File: src/sv/chm_ram.sv
`timescale 1ns / 1ps
// ----------------------------------------------------------------------------
// chm_ram: generic single-port synchronous RAM
// One access per cycle (a write also reads out the old word), read data registered.
// ----------------------------------------------------------------------------
module chm_ram #(
  parameter int unsigned Width = 8,
  parameter int unsigned Depth = 16
) (
  input  logic                     clk_i,
  input  logic                     we_i,
  input  logic [$clog2(Depth)-1:0] addr_i,
  input  logic [Width-1:0]         wdata_i,
  output logic [Width-1:0]         rdata_o
);
  logic [Width-1:0] mem_q [Depth];

  always_ff @(posedge clk_i) begin
    if (we_i) begin
      mem_q[addr_i] <= wdata_i;
    end
    rdata_o <= mem_q[addr_i];
  end
endmodule

File: config.mk
export PLATFORM = sky130hd
export DESIGN_NAME = chm_ram
export DESIGN_NICKNAME = d
export VERILOG_FILES = /design/src/sv/chm_ram.sv
export SDC_FILE = /design/constraint.sdc
export NUM_CORES = 1
export LEC_CHECK = 0
export BUFFER_PORTS_ARGS = -buffer_cell sky130_fd_sc_hd__buf_4
export CORE_MARGIN = 2
export CORE_UTILIZATION = 65
export DETAILED_ROUTE_END_ITERATION = 10
export PLACE_DENSITY = 0.82
export SYNTH_ARGS = -nofsm -noshare
export SYNTH_HDL_FRONTEND = slang
export SYNTH_SLANG_ARGS = --single-unit
File: constraint.sdc
create_clock -name clk_i -period 2.6 [get_ports clk_i]
set_input_delay 0.39 -clock clk_i [delete_from_list [all_inputs] [get_ports clk_i]]
set_output_delay 0.39 -clock clk_i [all_outputs]
set_load 0.01 [all_outputs]
==> summary.md, run 1 <==
| Metric | Value |
|---|---|
| FF-to-FF path depth | 3 |
| WL final | between 9 and 10 mm |
| Crit share post-route | 0.640 |
| Post-DP HPWL | roughly 5.8 mm |
| Least-Margin Pin Slew | about 0.84 ns |
| # setup viols final | 0 |
| Clock tree sinks | ~140 |
| Fmax | 601 MHz |
| Synth top area share | 0.759 |
| Area contributors post-synth | edfxtp_1, mux4_2, dfxtp_1 |
| Max_slew headroom | 0.440 |
| Syn Nets | between 200 and 250 |
| #FFs+latches synth | between 100 and 150 |
| Fin Hold WS | roughly 0.19 ns |
| Flop-to-flop setup slack | roughly 1.2 ns |
| Initial DRC Count | 238 |
| CP Max Fanout | 39 |
| Row count | 32 |
| Clock buffer depth | 2 |
| CP endpoint kind | flop |
| TritonCTS Buffers | 17 |
| H-tree depth | 4 |
| HP Class | primary input to flop |
| Syn Area/Cell | ~22 um^2 |
| Arrival @ worst endpoint | around 1.8 ns |
| CP startpoint | addr_i[0] |
| Distinct cells, synth | 18 |
| Worst Path Required | about 2.7 ns |
| # DRC | 0 |
| GRT Overall Usage | 0.260 |
| Non-filler cells, final | approximately 390 |
| Die Wd | between 90 and 100 um |
| Vias in the first global route | roughly 2600 |
| Post-CTS Setup Inserts | 0 |
| Clock Skews | 0.00653 ns |
| Hold path depth | 1 |
| Initial antenna violation count | 0 |
| Antenna Cells | 0 |
| Peak VDD IR | between 0.0005 and 0.0006 V |
| DR pass1 iterations | 4 |
| CTS tree | yes |
| Via Count | between 2000 and 2500 |
| I/O Pins | 22 |
| CP Launch Type | primary input |
| Final hold violations | 0 |
| Die height | 92.3 um |
| Synthesized cell area | just over 5000 um^2 |
| Hold Buf Count CTS | 0 |
| Vias per inst | 6.32 |
| Status | finished, final reports clean |
| RSZ-0062 raised after global routing | no |
| Reg2Reg Launch Point | mem_q[11][4] |
| Max_cap viols | 0 |
| Fin Setup TNS | 0 ns |
| Final min period | between 1.5 and 2 ns |
| Largest net degree at the start of global routing | 40 |
| Synth area leader | edfxtp_1 |
| Synth-to-layout area growth | 18.6% |
| Share of cells above drive strength 1 | 0.340 |
| # resized after CTS | 0 |
| Filler Cell Count | between 300 and 400 |
| Pleak | ~2.0 nW |
| Gr ovfl total | 0 |
| Post-placement cell count | 355 |
| Post-synthesis sequential area ratio | 0.790 |
| Synthesis warning total | 0 |
| Clock Latency Late Sink | about 0.51 ns |
| Floorplan Core Area | approximately 7600 um^2 |
| Starting Density | 0.663 |
| Clock Tree Root | clkbuf_8 |
| IO buf count | 21 |
| GP Congestion | just over 0.8 |
| Die ar. | ~8500 um^2 |
| CTS clk-pin slew, worst paths | roughly 0.060 ns |
| Pwr per Cell Area | roughly 860 nW/um^2 |
| Final Util | 0.786 |
| ANT nets after route | 0 |
| CP endpoint | mem_q[5][4] |
| Critical R2R Capture | rdata_o[4] |
| Cells after synthesis | 230 |
| Routed WL per cell | about 25 um |
| Nets | between 200 and 300 |
| First-pass GRT wire length | 15.2 mm |
| CP Class | primary input to flop |
| Max Slew Vio Count | 0 |
-- worst max-delay path: stages --
cell      delay, ns
buf_4          0.54
nand2b_1       0.24
nor2_1         0.61
-- cell usage in the layout, fill, tap and decap left out, types with 4 or more instances in the layout --
cell type | netlist | routed
clkbuf_16 | 0 | 16
nand2_1 | 9 | 9
mux4_2 | 32 | 32
nor2_1 | 13 | 13
bufinv_16 | 0 | 4
nor3_1 | 4 | 4
a22oi_1 | 16 | 16
edfxtp_1 | 128 | 128
dfxtp_1 | 8 | 8
buf_4 | 0 | 34
-- worst min-delay path by stage --
stage,from,end,slack (ns)
after floorplan,wdata_i[0],mem_q[0][0],0.49
after global placement,mem_q[15][7],rdata_o[7],0.67
after detailed placement,mem_q[14][5],rdata_o[5],0.67
after CTS,wdata_i[6],mem_q[5][6],0.17
after global routing,wdata_i[5],mem_q[2][5],0.17
final,wdata_i[5],mem_q[2][5],0.19
-- kinds of logic after synthesis --
group,Yosys count,synth area share
simple gates,35,0.0321
mux,32,0.142
compound gates,16,0.0237
flops,136,0.790
buf+inv,11,0.0119
-- area by class of cell --
cell class,count,area (um^2),area share
sequential,136,4000,0.666
multi-input combinational,83,1000,0.167
clock buffer,21,449,0.0748
timing repair buffer,34,255,0.0425
clock inverter,11,169,0.0281
tap,102,128,0.0212
-- metrics by stage --
step           power, mW  worst slack (ns)  cell area (um^2)
3_3_place_gp        2.74             0.432              5390
2_1_floorplan       2.64             0.717              5070
3_5_place_dp        2.75             0.399              5390
6_report            5.17             0.937              6010
5_1_grt             5.32             0.795              6010
4_1_cts             5.20             0.914              6010
-- registers in the layout (all words and copies together) (netlist names) --
signal   count
mem_q      128
rdata_o      8
-- cell usage after synthesis (all sizes together) --
cell type  instances
nor2b              2
buf                8
clkbuf             3
a22oi             16
nor3               4
nand2              9
nand3              1
and2               1
nand3b             2
nand2b             2
dfxtp              8
nor2              13
mux4              32
or3b               1
edfxtp           128
-- power by group --
part	internal, mW	switching, mW
clock	1.61	0.849
sequential	2.45	0.0171
combinational	0.105	0.134
-- routing by layer --
layer | global-route usage | vias up | wire (um)
li1 | - | 1046 | -
met1 | 0.337 | 1274 | 3800
met2 | 0.414 | 106 | 5210
met3 | 0.0773 | 21 | 521
met4 | 0.121 | 0 | 264
met5 | 0 | - | 0
(Power assumes the default switching activity.)
==> inputs of run 2 (changes only) <==
Settings changed: ABC_AREA set to 1, CORE_UTILIZATION 65 to 55, PLACE_DENSITY 0.82 to 0.74.
Clock period 2.6 ns to 1.37 ns, I/O delays scaled along.
==> summary.md, run 2 <==
| Metric | Value |
|---|---|
| Status | finished, final reports clean |
| H-tree depth | 4 |
| Final min period | around 1.2 ns |
| WL final | ~12 mm |
| Family with the most delay on the worst path | flip-flops |
| Non-filler cells, final | 730 |
| Filler Cell Count | between 700 and 800 |
| Max_cap viols | 0 |
| Cells after synthesis | between 500 and 600 |
| Adder-Cell Fraction of Synth Area | 0 |
| Commonest non-fill, non-tap cell in the layout | nand2_1 |
| Post-CTS Setup Inserts | 0 |
| Compound-Gate Fraction of Synth Area | 0 |
| Hold Buf Count CTS | 0 |
| Vias per inst | 5.01 |
| Area contributors post-synth | edfxtp_1, nand2_1, dfxtp_1 |
| GP Congestion | about 0.87 |
| Via Count | roughly 3700 |
| Max_slew headroom | 0.752 |
| DR pass1 iterations | 5 |
| Initial DRC Count | 304 |
| Antenna Cells | 0 |
| FF-to-FF path depth | 8 |
| Clock buffer depth | 2 |
| Synth top cells by count | nand2_1, edfxtp_1, inv_1, nor2_1, buf_2 |
| CTS tree | yes |
| I/O Pins | 22 |
| Synthesized cell area | 5590 um^2 |
| Biggest regs | mem_q x128, rdata_o x8 |
| Pwr per Cell Area | approximately 1500 nW/um^2 |
| Clock Latency Late Sink | approximately 0.52 ns |
| Worst path slowest cell | dfxtp_1 |
| EDFF count, synth | approximately 130 |
| Synthesis warning total | 0 |
| Post-placement cell count | between 600 and 700 |
| Crit share post-route | 0.862 |
| Largest net degree at the start of global routing | 33 |
| Ys flop type | edfxtp_1 |
| Syn Area/Cell | roughly 10 um^2 |
| Final setup margin | 0.189 ns |
| RSZ-0062 raised after global routing | no |
| Mux contribution to synthesized area | 0 |
| Dpl ws | -0.0476 ns |
| GRT Overall Usage | 0.227 |
| CP Max Fanout | 1 |
| CP Depth | 1 |
| Crit path cell chain | buf_4 |
| Synth-to-layout area growth | 20.1% |
| Distinct cells, synth | 11 |
| Most frequent cells in the layout | nand2_1, edfxtp_1, buf_4 |
| Largest family of logic cells by synthesized area | simple AND/OR/NAND/NOR gates |
| Arrival @ worst endpoint | between 0.9 and 1 ns |
| Syn Nets | approximately 560 |
| # DRC | 0 |
| CP endpoint kind | output port |
| Die ar. | 11000 um^2 |
| CTS clk-pin slew, worst paths | roughly 0.06 ns |
| ANT nets after route | 0 |
| Share of cells above drive strength 1 | 0.151 |
| Fmax | ~850 MHz |
| #FFs+latches synth | between 100 and 150 |
| Clock tree sinks | 136 |
| # setup viols final | 0 |
| HP Class | primary input to flop |
| Floorplan Core Area | about 9800 um^2 |
| Largest Register | mem_q |
| TritonCTS Buffers | 17 |
| Synth top area share | 0.687 |
| # resized after CTS | 0 |
| Hold path depth | 1 |
| Routed WL per cell | ~16 um |
| CP Launch Type | flop |
| Initial antenna violation count | 0 |
| Die Wd | around 100 um |
| Final Util | 0.684 |
| XOR/XNOR Fraction of Synth Area | 0 |
| Async set-reset flop share out of synthesis | 0 |
| Pleak | ~2.8 nW |
| Nets | 598 |
| Clock Tree Root | clkbuf_8 |
| Gr ovfl total | 0 |
| Row count | 36 |
| Fin Hold WS | 0.0480 ns |
| Max reg flops | 128 |
| Buf+Inv Stages, Crit Path | 1 |
| Final hold violations | 0 |
| Post-synthesis sequential area ratio | 0.716 |
| Max stage delay on crit path | 0.33 ns |
| Synth area leader | edfxtp_1 |
| Vias in the first global route | around 3600 |
| Max Slew Vio Count | 0 |
| First-pass GRT wire length | roughly 18 mm |
| Post-synthesis simple-gate area fraction | 0.248 |
| Peak VDD IR | between 0.0009 and 0.001 V |
| Most common cell in the synthesized netlist | nand2_1 |
| Clock Skews | around 0.0067 ns |
| CP Class | flop to output port |
| Post-DP HPWL | between 7 and 8 mm |
| Starting Density | 0.570 |
| IO buf count | 21 |
| Least-Margin Pin Slew | 0.371 ns |
| Die height | between 100 and 150 um |
| Worst Path Required | around 1.2 ns |
-- run 2: changes by cell type in the layout (fill, tap and decap cells not counted), moves of 4 or more --
cell and delta:
nand3_2 +4, nor2_1 -11, a22oi_1 -16, nand2_1 +337
nor2_4 +14, inv_1 +21, mux4_2 -32, nor3_1 -4
buf_12 +5
-- run 2: final cells by class --
| cell class | count | area [um^2] | share of cell area |
|---|---|---|---|
| clock buffer | 20 | 445 | 0.0663 |
| sequential | 136 | 4000 | 0.596 |
| tap | 133 | 166 | 0.0248 |
| timing repair buffer | 38 | 348 | 0.0518 |
| clock inverter | 12 | 151 | 0.0225 |
| inverter | 23 | 86.3 | 0.0129 |
| multi-input combinational | 368 | 1520 | 0.226 |
-- run 2: path summary, 6_finish.rpt --
path,slack (ns),startpoint,endpoint
max reg2reg,0.32,mem_q[9][2],rdata_o[2]
max,0.19,rdata_o[2],rdata_o[2]
min reg2reg,0.72,mem_q[3][7],rdata_o[7]
min,0.05,wdata_i[4],mem_q[7][4]
-- run 2: cells by family (layout without fill, tap and decap cells) --
kind of cell | Yosys count | in the layout
and+or+nand+nor | 368 | 368
DFF | 136 | 136
buffers and inverters | 44 | 93
-- run 2: power by group --
group	total, mW	switching, mW	internal (mW)
registers	4.68	0.0260	4.65
logic	0.650	0.435	0.216
clock network	4.49	1.63	2.86
-- run 2: routing by layer --
metal  track usage  wire (um)  vias up
met4        0.0819        163        0
met5             0          0        -
li1              -          -     1827
met3        0.0462        856       15
met2         0.353       5460      134
met1         0.321       5120     1682
-- run 2: through the flow --
step | total power, mW | area [um^2] | setup TNS, ns
5_1_grt | 10.2 | 6720 | 0
4_1_cts | 9.87 | 6720 | 0
3_5_place_dp | 5.41 | 6120 | -0.756
2_1_floorplan | 5.12 | 5720 | -1.25
6_report | 9.81 | 6720 | 0
3_3_place_gp | 5.39 | 6120 | 0
==> inputs of run 3 (changes only) <==
Settings changed: CORE_UTILIZATION 55 to 65, PLACE_DENSITY 0.74 to unset, PLACE_DENSITY_LB_ADDON set to 0.2.
Clock period 1.37 ns to 1.4 ns, I/O delays scaled along.
==> summary.md, run 3 (same netlist as run 2, synthesis figures left out) <==
| Metric | Value |
|---|---|
| CP endpoint kind | output port |
| # DRC | 0 |
| First-pass GRT wire length | 20.7 mm |
| Post-DP HPWL | roughly 8 mm |
| Max reg flops | between 100 and 150 |
| Floorplan Core Area | approximately 8300 um^2 |
| Die Wd | roughly 97 um |
| Met3 WL | about 1.3 mm |
| CTS tree | yes |
| Clock buffer depth | 2 |
| Gr ovfl total | 0 |
| GRT Overall Usage | 0.299 |
| ANT nets after route | 0 |
| Fin Hold WS | between 0.04 and 0.05 ns |
| Die height | between 90 and 100 um |
| CP startpoint | rdata_o[1] |
| Final min period | roughly 1.2 ns |
| Status | finished, final reports clean |
| CTS clk-pin slew, worst paths | 0.06 ns |
| Buf+Inv Stages, Crit Path | 1 |
| Nets | between 600 and 700 |
| Antenna Cells | 0 |
| WL final | 13.1 mm |
| Max stage delay on crit path | 0.36 ns |
| Die ar. | 9360 um^2 |
| Clock tree sinks | 136 |
| Reg2Reg Launch Point | mem_q[5][3] |
| Hold Buf Count CTS | 0 |
| Clock Latency Late Sink | approximately 0.52 ns |
| HP Class | primary input to flop |
| Arrival @ worst endpoint | approximately 1 ns |
| Met1 wire length | 4.96 mm |
| I/O Pins | 22 |
| Share of cells above drive strength 1 | 0.153 |
| Worst Path Required | 1.19 ns |
| Routed met2 length | 6.54 mm |
| Post-CTS Setup Inserts | 0 |
| Filler Cell Count | between 400 and 500 |
| H-tree depth | 4 |
| TritonCTS Buffers | 17 |
| Largest net degree at the start of global routing | 65 |
| Biggest regs | mem_q x128, rdata_o x8 |
| # setup viols final | 0 |
| CP Class | flop to output port |
| Clock Skews | 0.00551 ns |
| Final Util | 0.809 |
| Largest Register | mem_q |
| CP Max Fanout | 1 |
| Worst path slowest cell | dfxtp_1 |
| Vias in the first global route | ~4000 |
| Max_cap viols | 0 |
| Crit share post-route | 0.881 |
| Commonest non-fill, non-tap cell in the layout | nand2_1 |
| Hold path start | wdata_i[7] |
| Initial DRC Count | 365 |
| Fmax | around 810 MHz |
| Row count | 33 |
| Routed WL per cell | roughly 18 um |
| Most frequent cells in the layout | nand2_1, edfxtp_1, buf_4 |
| Via Count | between 3000 and 4000 |
| Least-Margin Pin Slew | 0.394 ns |
| Final hold violations | 0 |
| RSZ-0062 raised after global routing | no |
| Starting Density | 0.674 |
| GP Congestion | about 0.84 |
| Clock Tree Root | clkbuf_8 |
| CP Launch Type | flop |
| Pwr per Cell Area | 1410 nW/um^2 |
| Max_slew headroom | 0.736 |
| Non-filler cells, final | 714 |
| Vias per inst | around 5.6 |
| Post-placement cell count | 682 |
| Initial antenna violation count | 0 |
| Highest Signal Layer | met4 |
| Crit path cell chain | buf_4 |
| Max Slew Vio Count | 0 |
| Peak VDD IR | 0.00130 V |
| IO buf count | 21 |
| Pleak | 2.90 nW |
| DR pass1 iterations | 5 |
| # resized after CTS | 0 |
| Synth-to-layout area growth | 20.1% |
| Family with the most delay on the worst path | flip-flops |
-- run 3: per-layer routing --
| layer | vias up | track usage |
|---|---|---|
| met2 | 229 | 0.496 |
| met5 | - | 0 |
| li1 | 1847 | - |
| met4 | 0 | 0.112 |
| met1 | 1883 | 0.397 |
| met3 | 36 | 0.0556 |
-- run 3: path summary, 6_finish.rpt --
check                                   end  slack [ns]  cells after the start
worst min register to register   rdata_o[1]        0.73                      8
worst max-delay path             rdata_o[1]        0.17                      1
worst max register to register   rdata_o[3]        0.28                      8
worst min-delay path            mem_q[3][7]        0.05                      1
-- run 3: cell type report --
type / count / area (um^2) / share of cell area
clock buffers: 19 / 422 / 0.0628
well taps: 105 / 131 / 0.0196
clock inverters: 13 / 145 / 0.0216
inverters: 23 / 86.3 / 0.0129
repair buffers: 50 / 513 / 0.0764
multi-input cells: 368 / 1420 / 0.211
flip-flops and latches: 136 / 4000 / 0.596
-- run 3: worst reg2reg max path, stage by stage (launching register included) --
cell	delay, ns
edfxtp_1	0.39
nand2_1	0.11
nand2_1	0.09
nand2_1	0.07
nand2_1	0.07
nand2_1	0.06
nand2_1	0.08
inv_1	0.07
nand2_1	0.06
-- run 3: power breakdown --
group	leakage, nW	internal (mW)	switching (mW)
registers	1.22	4.55	0.0334
logic	1.40	0.211	0.436
clock network	0.270	2.55	1.70
-- run 3: through the flow --
step / power (mW) / setup TNS, ns / instance area, um^2 / setup slack (ns)
after floorplan: 4.99 / -12.01 / 5620 / -0.119
after global placement: 5.26 / -0.0420 / 6150 / -0.00539
after detailed placement: 5.29 / -1.98 / 6150 / -0.0646
after CTS: 9.48 / 0 / 6720 / 0.167
after global routing: 9.77 / 0 / 6720 / 0.153
final: 9.48 / 0 / 6720 / 0.167
